### config.mk
export PLATFORM = sky130hd
export DESIGN_NAME = msgpack_value_encoder_flat
export DESIGN_NICKNAME = d
export VERILOG_FILES = /design/src/hw/rtl/mve_pkg.sv /design/src/hw/rtl/mve_if.sv /design/src/hw/rtl/msgpack_value_encoder.sv /design/src/hw/rtl/mve_front.sv /design/src/hw/rtl/mve_queue.sv /design/src/hw/rtl/mve_back.sv /design/src/flat_wrapper.sv
export SDC_FILE = /design/constraint.sdc
export NUM_CORES = 1
export LEC_CHECK = 0
export ABC_AREA = 1
export BUFFER_PORTS_ARGS = -buffer_cell sky130_fd_sc_hd__buf_2
export CAP_MARGIN = 20
export CORE_MARGIN = 2
export CORE_UTILIZATION = 43
export DETAILED_ROUTE_END_ITERATION = 10
export GPL_ROUTABILITY_DRIVEN = 0
export PLACE_DENSITY = 0.66
export SYNTH_ARGS = -nofsm -noshare
export SYNTH_HDL_FRONTEND = slang
export SYNTH_SLANG_ARGS = --single-unit
### constraint.sdc
create_clock -name clk -period 8.3 [get_ports clk]
set_clock_uncertainty 0.05 [all_clocks]
set_input_delay 0.415 -clock clk [delete_from_list [all_inputs] [get_ports clk]]
set_output_delay 0.415 -clock clk [all_outputs]
set_load 0.005 [all_outputs]
### src/hw/rtl/mve_pkg.sv
package mve_pkg;

    // item kinds
    typedef enum logic [3:0] {
        OP_NIL      = 4'd0,
        OP_BOOL     = 4'd1,
        OP_SIGNED   = 4'd2,
        OP_UNSIGNED = 4'd3,
        OP_FLOAT    = 4'd4,
        OP_ARRAY    = 4'd5,
        OP_MAP      = 4'd6,
        OP_RAW      = 4'd7,
        OP_PAYLOAD  = 4'd8
    } op_t;

    // result status codes
    typedef enum logic [1:0] {
        ST_OK         = 2'd0,
        ST_NO_ROOM    = 2'd1,
        ST_UNEXPECTED = 2'd2,
        ST_PENDING    = 2'd3
    } status_t;

    // configuration register map
    localparam int CFG_ADDR_W = 3;
    localparam logic CFG_IDX_CAPACITY = 1'b0;
    localparam logic [15:0] CAPACITY_RESET = 16'hFFFF;

    // result queue between front and back
    localparam int QUEUE_DEPTH = 4;
    localparam int QUEUE_PTR_W = 2;
    localparam int QUEUE_CNT_W = 3;

    // format markers
    localparam logic [7:0] MK_NIL    = 8'hC0;
    localparam logic [7:0] MK_FALSE  = 8'hC2;
    localparam logic [7:0] MK_TRUE   = 8'hC3;
    localparam logic [7:0] MK_FLOAT  = 8'hCA;
    localparam logic [7:0] MK_UINT8  = 8'hCC;
    localparam logic [7:0] MK_UINT16 = 8'hCD;
    localparam logic [7:0] MK_UINT32 = 8'hCE;
    localparam logic [7:0] MK_INT8   = 8'hD0;
    localparam logic [7:0] MK_INT16  = 8'hD1;
    localparam logic [7:0] MK_INT32  = 8'hD2;
    localparam logic [7:0] MK_RAW8   = 8'hD9;
    localparam logic [7:0] MK_RAW16  = 8'hDA;
    localparam logic [7:0] MK_RAW32  = 8'hDB;
    localparam logic [7:0] MK_ARR16  = 8'hDC;
    localparam logic [7:0] MK_ARR32  = 8'hDD;
    localparam logic [7:0] MK_MAP16  = 8'hDE;
    localparam logic [7:0] MK_MAP32  = 8'hDF;
    localparam logic [3:0] MK_FIXARR = 4'h9;
    localparam logic [3:0] MK_FIXMAP = 4'h8;
    localparam logic [2:0] MK_FIXRAW = 3'b101;

    // encoded header, first byte in the top bits
    typedef struct packed {
        logic [39:0] hdr;
        logic [2:0]  count;
    } enc_t;

    // one unit of work for the back end
    typedef struct packed {
        logic [39:0] hdr;
        logic [2:0]  count;
        status_t     status;
    } job_t;

    function automatic enc_t encode_hdr(op_t op, logic [31:0] v);
        enc_t e;
        e.hdr   = '0;
        e.count = 3'd1;
        unique case (op)
            OP_NIL:
                e.hdr = {MK_NIL, 32'd0};
            OP_BOOL:
                e.hdr = {((v != 32'd0) ? MK_TRUE : MK_FALSE), 32'd0};
            OP_SIGNED:
            begin
                if (v >= 32'hFFFF_FFE0)
                begin
                    e.hdr = {v[7:0], 32'd0};
                end
                else if (v <= 32'h7F || v >= 32'hFFFF_FF80)
                begin
                    e.hdr = {MK_INT8, v[7:0], 24'd0};
                    e.count = 3'd2;
                end
                else if (v <= 32'h7FFF || v >= 32'hFFFF_8000)
                begin
                    e.hdr = {MK_INT16, v[15:0], 16'd0};
                    e.count = 3'd3;
                end
                else
                begin
                    e.hdr = {MK_INT32, v};
                    e.count = 3'd5;
                end
            end
            OP_UNSIGNED:
            begin
                if (v <= 32'h7F)
                begin
                    e.hdr = {v[7:0], 32'd0};
                end
                else if (v <= 32'hFF)
                begin
                    e.hdr = {MK_UINT8, v[7:0], 24'd0};
                    e.count = 3'd2;
                end
                else if (v <= 32'hFFFF)
                begin
                    e.hdr = {MK_UINT16, v[15:0], 16'd0};
                    e.count = 3'd3;
                end
                else
                begin
                    e.hdr = {MK_UINT32, v};
                    e.count = 3'd5;
                end
            end
            OP_FLOAT:
            begin
                e.hdr = {MK_FLOAT, v};
                e.count = 3'd5;
            end
            OP_ARRAY, OP_MAP:
            begin
                if (v <= 32'hF)
                begin
                    e.hdr = {((op == OP_ARRAY) ? MK_FIXARR : MK_FIXMAP), v[3:0], 32'd0};
                end
                else if (v <= 32'hFFFF)
                begin
                    e.hdr = {((op == OP_ARRAY) ? MK_ARR16 : MK_MAP16), v[15:0], 16'd0};
                    e.count = 3'd3;
                end
                else
                begin
                    e.hdr = {((op == OP_ARRAY) ? MK_ARR32 : MK_MAP32), v};
                    e.count = 3'd5;
                end
            end
            OP_RAW:
            begin
                if (v <= 32'h1F)
                begin
                    e.hdr = {MK_FIXRAW, v[4:0], 32'd0};
                end
                else if (v <= 32'hFF)
                begin
                    e.hdr = {MK_RAW8, v[7:0], 24'd0};
                    e.count = 3'd2;
                end
                else if (v <= 32'hFFFF)
                begin
                    e.hdr = {MK_RAW16, v[15:0], 16'd0};
                    e.count = 3'd3;
                end
                else
                begin
                    e.hdr = {MK_RAW32, v};
                    e.count = 3'd5;
                end
            end
            default:
                e.hdr = '0;
        endcase
        return e;
    endfunction

endpackage

### src/hw/rtl/mve_if.sv
interface mve_item_if;
    logic        valid;
    logic        ready;
    logic [3:0]  opcode;
    logic [31:0] value;
    logic [7:0]  data_byte;

    modport source (output valid, output opcode, output value, output data_byte, input ready);
    modport sink (input valid, input opcode, input value, input data_byte, output ready);
endinterface

interface mve_result_if;
    logic        valid;
    logic        ready;
    logic [7:0]  out_byte;
    logic        last;
    logic [1:0]  status;
    logic [15:0] offset;

    modport source (output valid, output out_byte, output last, output status, output offset,
                    input ready);
    modport sink (input valid, input out_byte, input last, input status, input offset,
                  output ready);
endinterface

### src/hw/rtl/msgpack_value_encoder.sv
// MessagePack value encoder. Each request on the item channel carries one value (nil, boolean,
// signed or unsigned integer, float bits, array/map header, raw header or one raw payload byte)
// and produces one to five result requests, one encoded byte each, the final one marked by last.
// The front end takes an item every cycle while its four-entry job queue has room; the back end
// drives the result channel at one byte per cycle while the receiver is ready, and an item has
// 1 to 5 bytes, 5 for the widest headers. The first byte of an item is offered once the item
// has passed through the job queue and been loaded into the back end's byte registers. Space is
// checked against the capacity register (APB offset 0, reset 65535); writing it clears the
// byte offset. An item that does not fit, a payload byte with nothing owed, or any other item
// while raw payload is owed gives one result with an error status and a zero byte, and leaves
// the state as it was. Opcodes 9 to 15 are taken and dropped.
module msgpack_value_encoder #(
    parameter int OFFSET_BITS = 16
) (
    input  logic                           clk,
    input  logic                           rst_n,
    mve_item_if.sink                       item,
    mve_result_if.source                   result,
    input  logic                           psel,
    input  logic                           penable,
    input  logic                           pwrite,
    input  logic [mve_pkg::CFG_ADDR_W-1:0] paddr,
    input  logic [31:0]                    pwdata,
    output logic [31:0]                    prdata,
    output logic                           pready
);
    import mve_pkg::*;

    logic                   cap_wr;
    logic [15:0]            capacity;
    logic                   q_push;
    logic                   q_pop;
    logic                   q_not_full;
    logic                   q_not_empty;
    job_t                   push_job;
    job_t                   head_job;
    logic [OFFSET_BITS-1:0] push_off;
    logic [OFFSET_BITS-1:0] head_off;

    // register port
    assign pready = 1'b1;
    assign cap_wr = psel & penable & pwrite & pready & (paddr[2] == CFG_IDX_CAPACITY);
    assign prdata = (paddr[2] == CFG_IDX_CAPACITY) ? {16'd0, capacity} : 32'd0;

    mve_front #(.OFFSET_BITS(OFFSET_BITS)) u_front (
        .clk      (clk),
        .rst_n    (rst_n),
        .item     (item),
        .cap_wr   (cap_wr),
        .cap_data (pwdata[15:0]),
        .capacity (capacity),
        .q_ready  (q_not_full),
        .q_push   (q_push),
        .q_job    (push_job),
        .q_off    (push_off)
    );

    mve_queue #(.OFFSET_BITS(OFFSET_BITS)) u_queue (
        .clk       (clk),
        .rst_n     (rst_n),
        .push      (q_push),
        .push_job  (push_job),
        .push_off  (push_off),
        .not_full  (q_not_full),
        .pop       (q_pop),
        .not_empty (q_not_empty),
        .head_job  (head_job),
        .head_off  (head_off)
    );

    mve_back #(.OFFSET_BITS(OFFSET_BITS)) u_back (
        .clk     (clk),
        .rst_n   (rst_n),
        .q_valid (q_not_empty),
        .q_job   (head_job),
        .q_off   (head_off),
        .q_pop   (q_pop),
        .result  (result)
    );

endmodule

### src/hw/rtl/mve_front.sv
module mve_front #(
    parameter int OFFSET_BITS = 16
) (
    input  logic                   clk,
    input  logic                   rst_n,
    mve_item_if.sink               item,
    input  logic                   cap_wr,
    input  logic [15:0]            cap_data,
    output logic [15:0]            capacity,
    input  logic                   q_ready,
    output logic                   q_push,
    output mve_pkg::job_t          q_job,
    output logic [OFFSET_BITS-1:0] q_off
);
    import mve_pkg::*;

    logic [15:0]            capacity_reg;
    logic [OFFSET_BITS-1:0] byte_offset_reg;
    logic [OFFSET_BITS-1:0] byte_offset_next;
    logic [31:0]            payload_left_reg;
    logic [31:0]            payload_left_next;
    op_t                    op;
    enc_t                   enc;
    logic [32:0]            need;
    logic [33:0]            room_sum;
    logic [33:0]            one_sum;
    logic                   has_job;
    logic                   accept;

    assign item.ready = q_ready;
    assign accept     = item.valid & item.ready;
    assign q_push     = accept & has_job;
    assign capacity   = capacity_reg;

    // header encoding and space needed
    assign op       = op_t'(item.opcode);
    assign enc      = encode_hdr(op, item.value);
    assign need     = 33'(enc.count) + ((op == OP_RAW) ? {1'b0, item.value} : 33'd0);
    assign room_sum = 34'(byte_offset_reg) + 34'(need);
    assign one_sum  = 34'(byte_offset_reg) + 34'd1;

    // classify the request and work out the state update
    always_comb
    begin
        has_job           = 1'b0;
        q_job.hdr         = '0;
        q_job.count       = 3'd1;
        q_job.status      = ST_OK;
        q_off             = byte_offset_reg;
        byte_offset_next  = byte_offset_reg;
        payload_left_next = payload_left_reg;
        priority if (op == OP_PAYLOAD)
        begin
            has_job = 1'b1;
            priority if (payload_left_reg == 32'd0)
            begin
                q_job.status = ST_UNEXPECTED;
            end
            else if (one_sum > 34'(capacity_reg))
            begin
                q_job.status = ST_NO_ROOM;
            end
            else
            begin
                q_job.hdr         = {item.data_byte, 32'd0};
                byte_offset_next  = byte_offset_reg + OFFSET_BITS'(1);
                q_off             = byte_offset_next;
                payload_left_next = payload_left_reg - 32'd1;
            end
        end
        else if (item.opcode > OP_PAYLOAD)
        begin
            has_job = 1'b0;
        end
        else
        begin
            has_job = 1'b1;
            priority if (payload_left_reg != 32'd0)
            begin
                q_job.status = ST_PENDING;
            end
            else if (room_sum > 34'(capacity_reg))
            begin
                q_job.status = ST_NO_ROOM;
            end
            else
            begin
                q_job.hdr        = enc.hdr;
                q_job.count      = enc.count;
                byte_offset_next = byte_offset_reg + OFFSET_BITS'(enc.count);
                q_off            = byte_offset_reg + OFFSET_BITS'(1);
                if (op == OP_RAW)
                begin
                    payload_left_next = item.value;
                end
            end
        end
    end

    // capacity, offset and owed payload
    always_ff @(posedge clk or negedge rst_n)
    begin
        if (!rst_n)
        begin
            capacity_reg     <= CAPACITY_RESET;
            byte_offset_reg  <= '0;
            payload_left_reg <= '0;
        end
        else if (cap_wr)
        begin
            capacity_reg    <= cap_data;
            byte_offset_reg <= '0;
        end
        else if (accept)
        begin
            byte_offset_reg  <= byte_offset_next;
            payload_left_reg <= payload_left_next;
        end
    end

endmodule

### src/hw/rtl/mve_queue.sv
module mve_queue #(
    parameter int OFFSET_BITS = 16
) (
    input  logic                   clk,
    input  logic                   rst_n,
    input  logic                   push,
    input  mve_pkg::job_t          push_job,
    input  logic [OFFSET_BITS-1:0] push_off,
    output logic                   not_full,
    input  logic                   pop,
    output logic                   not_empty,
    output mve_pkg::job_t          head_job,
    output logic [OFFSET_BITS-1:0] head_off
);
    import mve_pkg::*;

    job_t                   job_mem [QUEUE_DEPTH];
    logic [OFFSET_BITS-1:0] off_mem [QUEUE_DEPTH];
    logic [QUEUE_PTR_W-1:0] wr_ptr_reg;
    logic [QUEUE_PTR_W-1:0] rd_ptr_reg;
    logic [QUEUE_CNT_W-1:0] count_reg;
    logic                   do_push;
    logic                   do_pop;

    assign not_full  = (count_reg != QUEUE_CNT_W'(QUEUE_DEPTH));
    assign not_empty = (count_reg != '0);
    assign do_push   = push & not_full;
    assign do_pop    = pop & not_empty;
    assign head_job  = job_mem[rd_ptr_reg];
    assign head_off  = off_mem[rd_ptr_reg];

    // storage
    always_ff @(posedge clk)
    begin
        if (do_push)
        begin
            job_mem[wr_ptr_reg] <= push_job;
            off_mem[wr_ptr_reg] <= push_off;
        end
    end

    // pointers and fill count
    always_ff @(posedge clk or negedge rst_n)
    begin
        if (!rst_n)
        begin
            wr_ptr_reg <= '0;
            rd_ptr_reg <= '0;
            count_reg  <= '0;
        end
        else
        begin
            if (do_push)
            begin
                wr_ptr_reg <= wr_ptr_reg + QUEUE_PTR_W'(1);
            end
            if (do_pop)
            begin
                rd_ptr_reg <= rd_ptr_reg + QUEUE_PTR_W'(1);
            end
            if (do_push && !do_pop)
            begin
                count_reg <= count_reg + QUEUE_CNT_W'(1);
            end
            else if (do_pop && !do_push)
            begin
                count_reg <= count_reg - QUEUE_CNT_W'(1);
            end
        end
    end

endmodule

### src/hw/rtl/mve_back.sv
module mve_back #(
    parameter int OFFSET_BITS = 16
) (
    input  logic                   clk,
    input  logic                   rst_n,
    input  logic                   q_valid,
    input  mve_pkg::job_t          q_job,
    input  logic [OFFSET_BITS-1:0] q_off,
    output logic                   q_pop,
    mve_result_if.source           result
);
    import mve_pkg::*;

    logic                   busy_reg;
    logic [39:0]            hdr_reg;
    logic [2:0]             left_reg;
    status_t                status_reg;
    logic [OFFSET_BITS-1:0] off_reg;
    logic [31:0]            off_wide;
    logic                   take;
    logic                   is_last;

    assign take    = result.valid & result.ready;
    assign is_last = (left_reg == 3'd1);
    assign q_pop   = q_valid & (~busy_reg | (take & is_last));

    // output straight from the byte registers
    assign off_wide        = 32'(off_reg);
    assign result.valid    = busy_reg;
    assign result.out_byte = hdr_reg[39:32];
    assign result.last     = is_last;
    assign result.status   = status_reg;
    assign result.offset   = off_wide[15:0];

    // control: busy flag and bytes left
    always_ff @(posedge clk or negedge rst_n)
    begin
        if (!rst_n)
        begin
            busy_reg <= 1'b0;
            left_reg <= '0;
        end
        else if (q_pop)
        begin
            busy_reg <= 1'b1;
            left_reg <= q_job.count;
        end
        else if (take)
        begin
            busy_reg <= ~is_last;
            left_reg <= left_reg - 3'd1;
        end
    end

    // payload: shift out one byte per request
    always_ff @(posedge clk)
    begin
        if (q_pop)
        begin
            hdr_reg    <= q_job.hdr;
            status_reg <= q_job.status;
            off_reg    <= q_off;
        end
        else if (take)
        begin
            hdr_reg <= {hdr_reg[31:0], 8'd0};
            off_reg <= off_reg + OFFSET_BITS'(1);
        end
    end

endmodule

### src/flat_wrapper.sv
// flat-port wrapper written by rule: the top's interface ports become plain ports
module msgpack_value_encoder_flat import mve_pkg::*;
#(
    parameter int OFFSET_BITS = 16
)
  (clk, rst_n, psel, penable, pwrite, paddr, pwdata, prdata, pready, item_valid, item_opcode, item_value, item_data_byte, item_ready, result_valid, result_out_byte, result_last, result_status, result_offset, result_ready);
  mve_item_if item_i ();
  mve_result_if result_i ();
  input  logic clk;
  input  logic rst_n;
  input  logic psel;
  input  logic penable;
  input  logic pwrite;
  input  logic [mve_pkg::CFG_ADDR_W-1:0] paddr;
  input  logic [31:0] pwdata;
  output logic [31:0] prdata;
  output logic pready;
  input wire logic [$bits(item_i.valid)-1:0] item_valid;
  input wire logic [$bits(item_i.opcode)-1:0] item_opcode;
  input wire logic [$bits(item_i.value)-1:0] item_value;
  input wire logic [$bits(item_i.data_byte)-1:0] item_data_byte;
  output wire logic [$bits(item_i.ready)-1:0] item_ready;
  output wire logic [$bits(result_i.valid)-1:0] result_valid;
  output wire logic [$bits(result_i.out_byte)-1:0] result_out_byte;
  output wire logic [$bits(result_i.last)-1:0] result_last;
  output wire logic [$bits(result_i.status)-1:0] result_status;
  output wire logic [$bits(result_i.offset)-1:0] result_offset;
  input wire logic [$bits(result_i.ready)-1:0] result_ready;
  assign item_i.valid = item_valid;
  assign item_i.opcode = item_opcode;
  assign item_i.value = item_value;
  assign item_i.data_byte = item_data_byte;
  assign item_ready = item_i.ready;
  assign result_valid = result_i.valid;
  assign result_out_byte = result_i.out_byte;
  assign result_last = result_i.last;
  assign result_status = result_i.status;
  assign result_offset = result_i.offset;
  assign result_i.ready = result_ready;
  msgpack_value_encoder #(.OFFSET_BITS(OFFSET_BITS)) u_core (.clk(clk), .rst_n(rst_n), .item(item_i), .result(result_i), .psel(psel), .penable(penable), .pwrite(pwrite), .paddr(paddr), .pwdata(pwdata), .prdata(prdata), .pready(pready));
endmodule
### Word-level counts from Yosys, hierarchy flattened

Memories as Yosys holds them, arrays and structs flattened.
Cells that the tools add are included.

| word-level totals | value |
|---|---|
| latch bits | 0 |
| memories kept | 2 |
| output and inout port bits | 62 |
| bits in read-only memories | 0 |
| register bits after elaboration | 133 |
| memory bits (writable) | 244 |

| cells by class | value |
|---|---|
| bitwise operators | 15 |
| multipliers | 0 |
| shifts and indexed selects | 0 |
| div/mod/pow operators | 0 |
| equal/unequal tests | 18 |
| reductions and logical operators | 18 |
| add/subtract/negate cells | 12 |
| order comparisons | 12 |
| multiplexer cells | 68 |

Memories:

| name | words | bits a word | rd ports | clocked after memory_dff | write ports | line | source |
|---|---|---|---|---|---|---|---|
| u_core.u_queue.job_mem | 4 | 45 | 1 | 0 | 1 | mve_queue.sv:17 | `job_t job_mem [QUEUE_DEPTH];` |
| u_core.u_queue.off_mem | 4 | 16 | 1 | 0 | 1 | mve_queue.sv:18 | `logic [OFFSET_BITS-1:0] off_mem [QUEUE_DEPTH];` |

Operators with widths:

| kind | number |
|---|---|
| 40-bit two-way mux | 8 |
| 40-bit one-hot mux with 7 select lines | 1 |
| 32-bit two-way mux | 8 |
| 16-bit two-way mux | 15 |
| 43-bit two-way mux | 5 |
| 37-bit two-way mux | 3 |
| 32-bit greater-or-equal comparator (second input constant) | 3 |
| 32-bit nonzero test | 2 |
| 45-bit two-way mux | 1 |
| 39-bit two-way mux | 1 |
| 36-bit two-way mux | 1 |
| 16-bit by 33-bit adder with 34-bit output | 1 |
| 34-bit by 16-bit > comparator with 1-bit output | 1 |
| 3-bit by 32-bit adder with 33-bit output | 1 |
| 16-bit by 1-bit adder with 16-bit output (second input constant) | 2 |
| 32-bit by 15-bit <= comparator with 1-bit output (second input constant) | 1 |
| 32-bit by 16-bit <= comparator with 1-bit output (second input constant) | 1 |
| 32-bit by 4-bit <= comparator with 1-bit output (second input constant) | 1 |
| 32-bit by 5-bit <= comparator with 1-bit output (second input constant) | 1 |
| 32-bit by 7-bit <= comparator with 1-bit output (second input constant) | 1 |
| 32-bit by 8-bit <= comparator with 1-bit output (second input constant) | 1 |
| 32-bit zero test | 1 |
| 32-bit by 1-bit subtractor with 32-bit output (second input constant) | 1 |
| 3-bit two-way mux | 9 |
| 30 further kinds | 73 |

### Logic depth before layout (Yosys ltp)

| depth | value |
|---|---|
| word-level depth | 15 |
| gate-level depth with buffers | 43 |

### By module

A second synthesis with hierarchy kept.

| second synthesis, totals | value |
|---|---|
| cells, all modules | 2895 |
| area, all modules | 23809.1 sq um |

By module, submodules not included:

| module | area an instance (sq um) | cells an instance | instances |
|---|---|---|---|
| mve_queue | 10447.5 | 771 | 1 |
| mve_front | 9928.3 | 1731 | 1 |
| mve_back | 3136.8 | 336 | 1 |
| msgpack_value_encoder | 296.5 | 57 | 1 |

### Worst setup path before layout

OpenSTA, ideal clock, no wires.

| timing path | value |
|---|---|
| path kind | input to register |
| start | input port item_value[25] |
| end | memory u_core.u_queue.off_mem[0][7] (data pin) |
| required time | 7.982 ns |
| slack | 2.499 ns |
| arrival | 5.483 ns |
| path buffers | 3 |
| stages on the path | 43 |
| path through | clkbuf_1 inv_1 nand4_1 nor2_1 nand3_1 buf_2 inv_1 o211a_1 nor2_1 inv_1 nand2_1 nor2_1 o22ai_1 inv_1 fa_1 inv_1 ha_1 fa_1 [7 not listed] ha_1 nand2_1 inv_1 nand2_1 nor2_1 nand3_1 nand3b_1 nand2_1 nand3_1 nor2_4 nand2_1 nor2_1 nand4_2 buf_2 nand2_1 nand2_1 nand2_1 nand2_1 |

| between the ends | value |
|---|---|
| cells in the longest elaborated chain, start to end | 13 |
| elaborated cells on any way between the ends | 31 |

RTL lines:

| what | line | source |
|---|---|---|
| from (decl) | flat_wrapper.sv:20 | `input wire logic [$bits(item_i.value)-1:0] item_value;` |
| 32-bit by 15-bit <= comparator with 1-bit output / 32-bit greater-or-equal comparator (equally long branches) | mve_pkg.sv:89 | `else if (v <= 32'h7FFF \|\| v >= 32'hFFFF_8000)` |
| 1-bit logical OR | mve_pkg.sv:89 |  |
| 37-bit two-way mux | mve_pkg.sv:89 |  |
| 43-bit two-way mux | mve_pkg.sv:84 | `else if (v <= 32'h7F \|\| v >= 32'hFFFF_FF80)` |
| 3-bit two-way mux | mve_pkg.sv:80 | `if (v >= 32'hFFFF_FFE0)` |
| 3-bit one-hot mux with 5 select lines | mve_pkg.sv:73 | `unique case (op)` |
| 3-bit by 32-bit adder with 33-bit output * | mve_front.sv:38 | `assign need = 33'(enc.count) + ((op == OP_RAW) ? {1'b0, item.value} : 33'd0);` |
| 16-bit by 33-bit adder with 34-bit output * | mve_front.sv:39 | `assign room_sum = 34'(byte_offset_reg) + 34'(need);` |
| 34-bit by 16-bit > comparator with 1-bit output * | mve_front.sv:82 | `else if (room_sum > 34'(capacity_reg))` |
| 16-bit two-way mux * | mve_front.sv:82 |  |
| 16-bit two-way mux * | mve_front.sv:78 | `priority if (payload_left_reg != 32'd0)` |
| 16-bit two-way mux * | mve_front.sv:71 | `else if (item.opcode > OP_PAYLOAD)` |
| 16-bit two-way mux * | mve_front.sv:52 | `priority if (op == OP_PAYLOAD)` |
| net u_core.push_off[7] | msgpack_value_encoder.sv:37 | `logic [OFFSET_BITS-1:0] push_off;` |
| to (decl) | mve_queue.sv:18 |  |

Mark *: on every way through the listed nets, which the timed path passes. The rest lies on a longest branch.

==> flow_summary.ini <==
[timing]
finalCritPeriodShare = 0.884
setup_viol = 0
period_minus_slack_ns = 7.34
hold_slack_ns = 0.0192
finalMaxSlewViolations = 0
worst_pin_slew_ns = 0.980
maxSlewHeadroom = 0.347
fmax_ghz = 0.136
grt_setup_unrepaired = false
hold_viol = 0
tns_ns = 0

[clock_network]
hold_buffers = 13
clock_path_buffers = 3
cts_sinks = 377
cts_setup_buffers = 0
clock_latency_ns = 0.59
numCtsBuffers = 41
post_cts_resized = 0
htree_num_levels = 2
cts_tree = yes
root_buffer = clkbuf_16
path_clk_slew_ns = 0.06

[drt]
detail_route.vias_per_cell = 5.55
wl_per_cell_um = 18.2
first_pass_iters = 6
totalWireLength_um = 64800
ant_nets = 0
vias = 19700
drt_iter0_markers = 1753
drc = 0

[worst_setup_path]
crit_path_end_kind = flip-flop
timing.critical_path.from = item_value[16]
crit_path_max_incr_delay_ns = 0.72
reg2reg_to = u_core.u_queue.job_mem[2][40]
critPathKind = in -> reg
cp_max_fo = 17
r2r_start = u_core.u_front.byte_offset_reg[0]
cp-start-kind = input port
reg2reg_depth = 19
cp_slowest_cell = o21ai_0
reg2reg_slack_ns = 2.60
cp.arrival_ns = 7.53
cpMostUsedCell = nand2_1
crit_required_ns = 8.49

[hold_path]
hold_depth = 3
min_to = u_core.u_front.capacity[12]
hp-class = in -> reg
hp-start = pwdata[12]

[cells_and_area]
design_area_um2 = 25100
finalNetCount = 2998
largest_reg_flops = 180
nFillCells = 4995
postLayoutCoreUtil = 0.480
drive_gt1_frac = 0.0988
area_delta_synth_final_pct = 11.1

[global_routing]
antenna_found_initial = 1
gr-total-overflow = 0
grtUsageTotal = 0.237
grt_pass1_wl_um = 101000
grt_pass1_vias = 18500
grt_max_degree = 107

[run]
drv_cap = 0

[pwr]
power_leakage_nw = 11.0
totalPowerFinal_mw = 7.71
power_density_nw_per_um2 = 307
vdd_drop_max_v = 0.000225

[yosys]
synth_ff_type = edfxtp_1
yosysWarnings = 0
ys_types = 62
synth-async-reset-ratio = 0.199
synth_seq_cells = 377
synth.cell_area_um2 = 22600
synth_edf_count = 302
synth_cells = 2773
synth-seq-area-share = 0.485
avgSynthCellArea_um2 = 8.16

[placed_design]
post-dp-hpwl_um = 43700
placed_cell_area_um2 = 23600
io_buffer_count = 112

[floorplanning]
pin_count = 148
core_um2 = 52300
die_h_um = 233
floorplan.initialDensity = 0.432
fp-row-count = 84
die_x_um = 233
die_area_um2 = 54500

[run_status]
status = completed
## layout make-up
class                      instances  area (um^2)  area share
clock inverter                    26          293      0.0116
antenna                            1         2.50   0.0000995
inverter                         257          965      0.0384
timing repair buffer             154          931      0.0370
sequential                       377        11000       0.436
clock buffer                      50         1090      0.0433
multi-input combinational       2001        10000       0.399
tap                              688          861      0.0342
## stage by stage
stage                     worst slack (ns)  instances
final                                0.965       3554
after global routing                 0.573       3553
after CTS                             1.25       3552
after detailed placement             0.678       3463
after global placement               0.770       3463
after floorplan                       2.50       2788
## cells by family (layout without fill, tap and decap cells)
kind of cell             after synthesis  in the layout  share of synthesized area
AND/OR/NAND/NOR                     1389           1389                      0.259
AO/OA/AOI/OAI                        470            470                      0.116
buffers and inverters                410            487                     0.0765
flip-flops                           377            377                      0.485
adder cells (fa/ha/maj)               80             80                     0.0462
XOR/XNOR                              44             44                     0.0170
other                                  2             18                   0.000332
multiplexers                           1              1                   0.000498
## critical path: cells and delay by family
family,cells,cell delay (ns)
and+or+nand+nor,19,3.23
AOI/OAI and AO/OA,7,1.75
adders and majority gates,4,1.15
buffers and inverters,5,0.74
xor gates and xnor gates,1,0.20
## layout by cell type, fill, tap and decap left out, types with 52 or more instances in the layout
cell type,instances
a21oi_1,100
buf_2,111
dfrtp_1,57
edfxtp_1,302
ha_1,74
inv_1,240
nand2_1,566
nand3_1,149
nand4_1,52
nor2_1,515
o21ai_0,237
## per-layer routing
metal | vias to the layer above | track usage | wire length [um]
li1 | 9427 | - | -
met1 | 9244 | 0.319 | 27600
met2 | 893 | 0.375 | 29000
met3 | 168 | 0.0479 | 5680
met4 | 0 | 0.0928 | 2520
met5 | - | 0 | 0
## cells in the mapped netlist (all sizes together), types with 5 or more instances
master	count	share of area
a21oi	101	0.023
a22oi	6	0.0020
a31oi	42	0.012
buf	66	0.019
clkbuf	87	0.014
dfrtp	59	0.065
dfstp	16	0.019
edfxtp	302	0.40
fa	6	0.0053
ha	74	0.041
inv	255	0.042
nand2	577	0.098
nand3	151	0.034
nand3b	7	0.0025
nand4	53	0.015
nor2	532	0.092
nor3	46	0.011
nor4	16	0.0044
o211ai	22	0.0073
o21ai	241	0.053
o221ai	5	0.0019
o22ai	25	0.0069
xnor2	15	0.0058
xor2	29	0.011
## power by group
part	internal [mW]	switching (mW)	leakage (nW)	total, mW
Combinational	0.947	2.08	6.50	3.02
Sequential	2.53	0.288	3.87	2.82
Clock	1.08	0.790	0.677	1.87
## worst max path at each step
stage                                                     end  slack, ns
after floorplan                  u_core.u_queue.off_mem[0][7]       2.50
after global placement     u_core.u_front.payload_left_reg[2]       0.77
after detailed placement  u_core.u_front.payload_left_reg[11]       0.68
after CTS                  u_core.u_front.payload_left_reg[5]       1.25
after global routing            u_core.u_queue.job_mem[1][32]       0.57
final                           u_core.u_queue.job_mem[2][40]       0.96
Power figures use the tool's default switching activity.
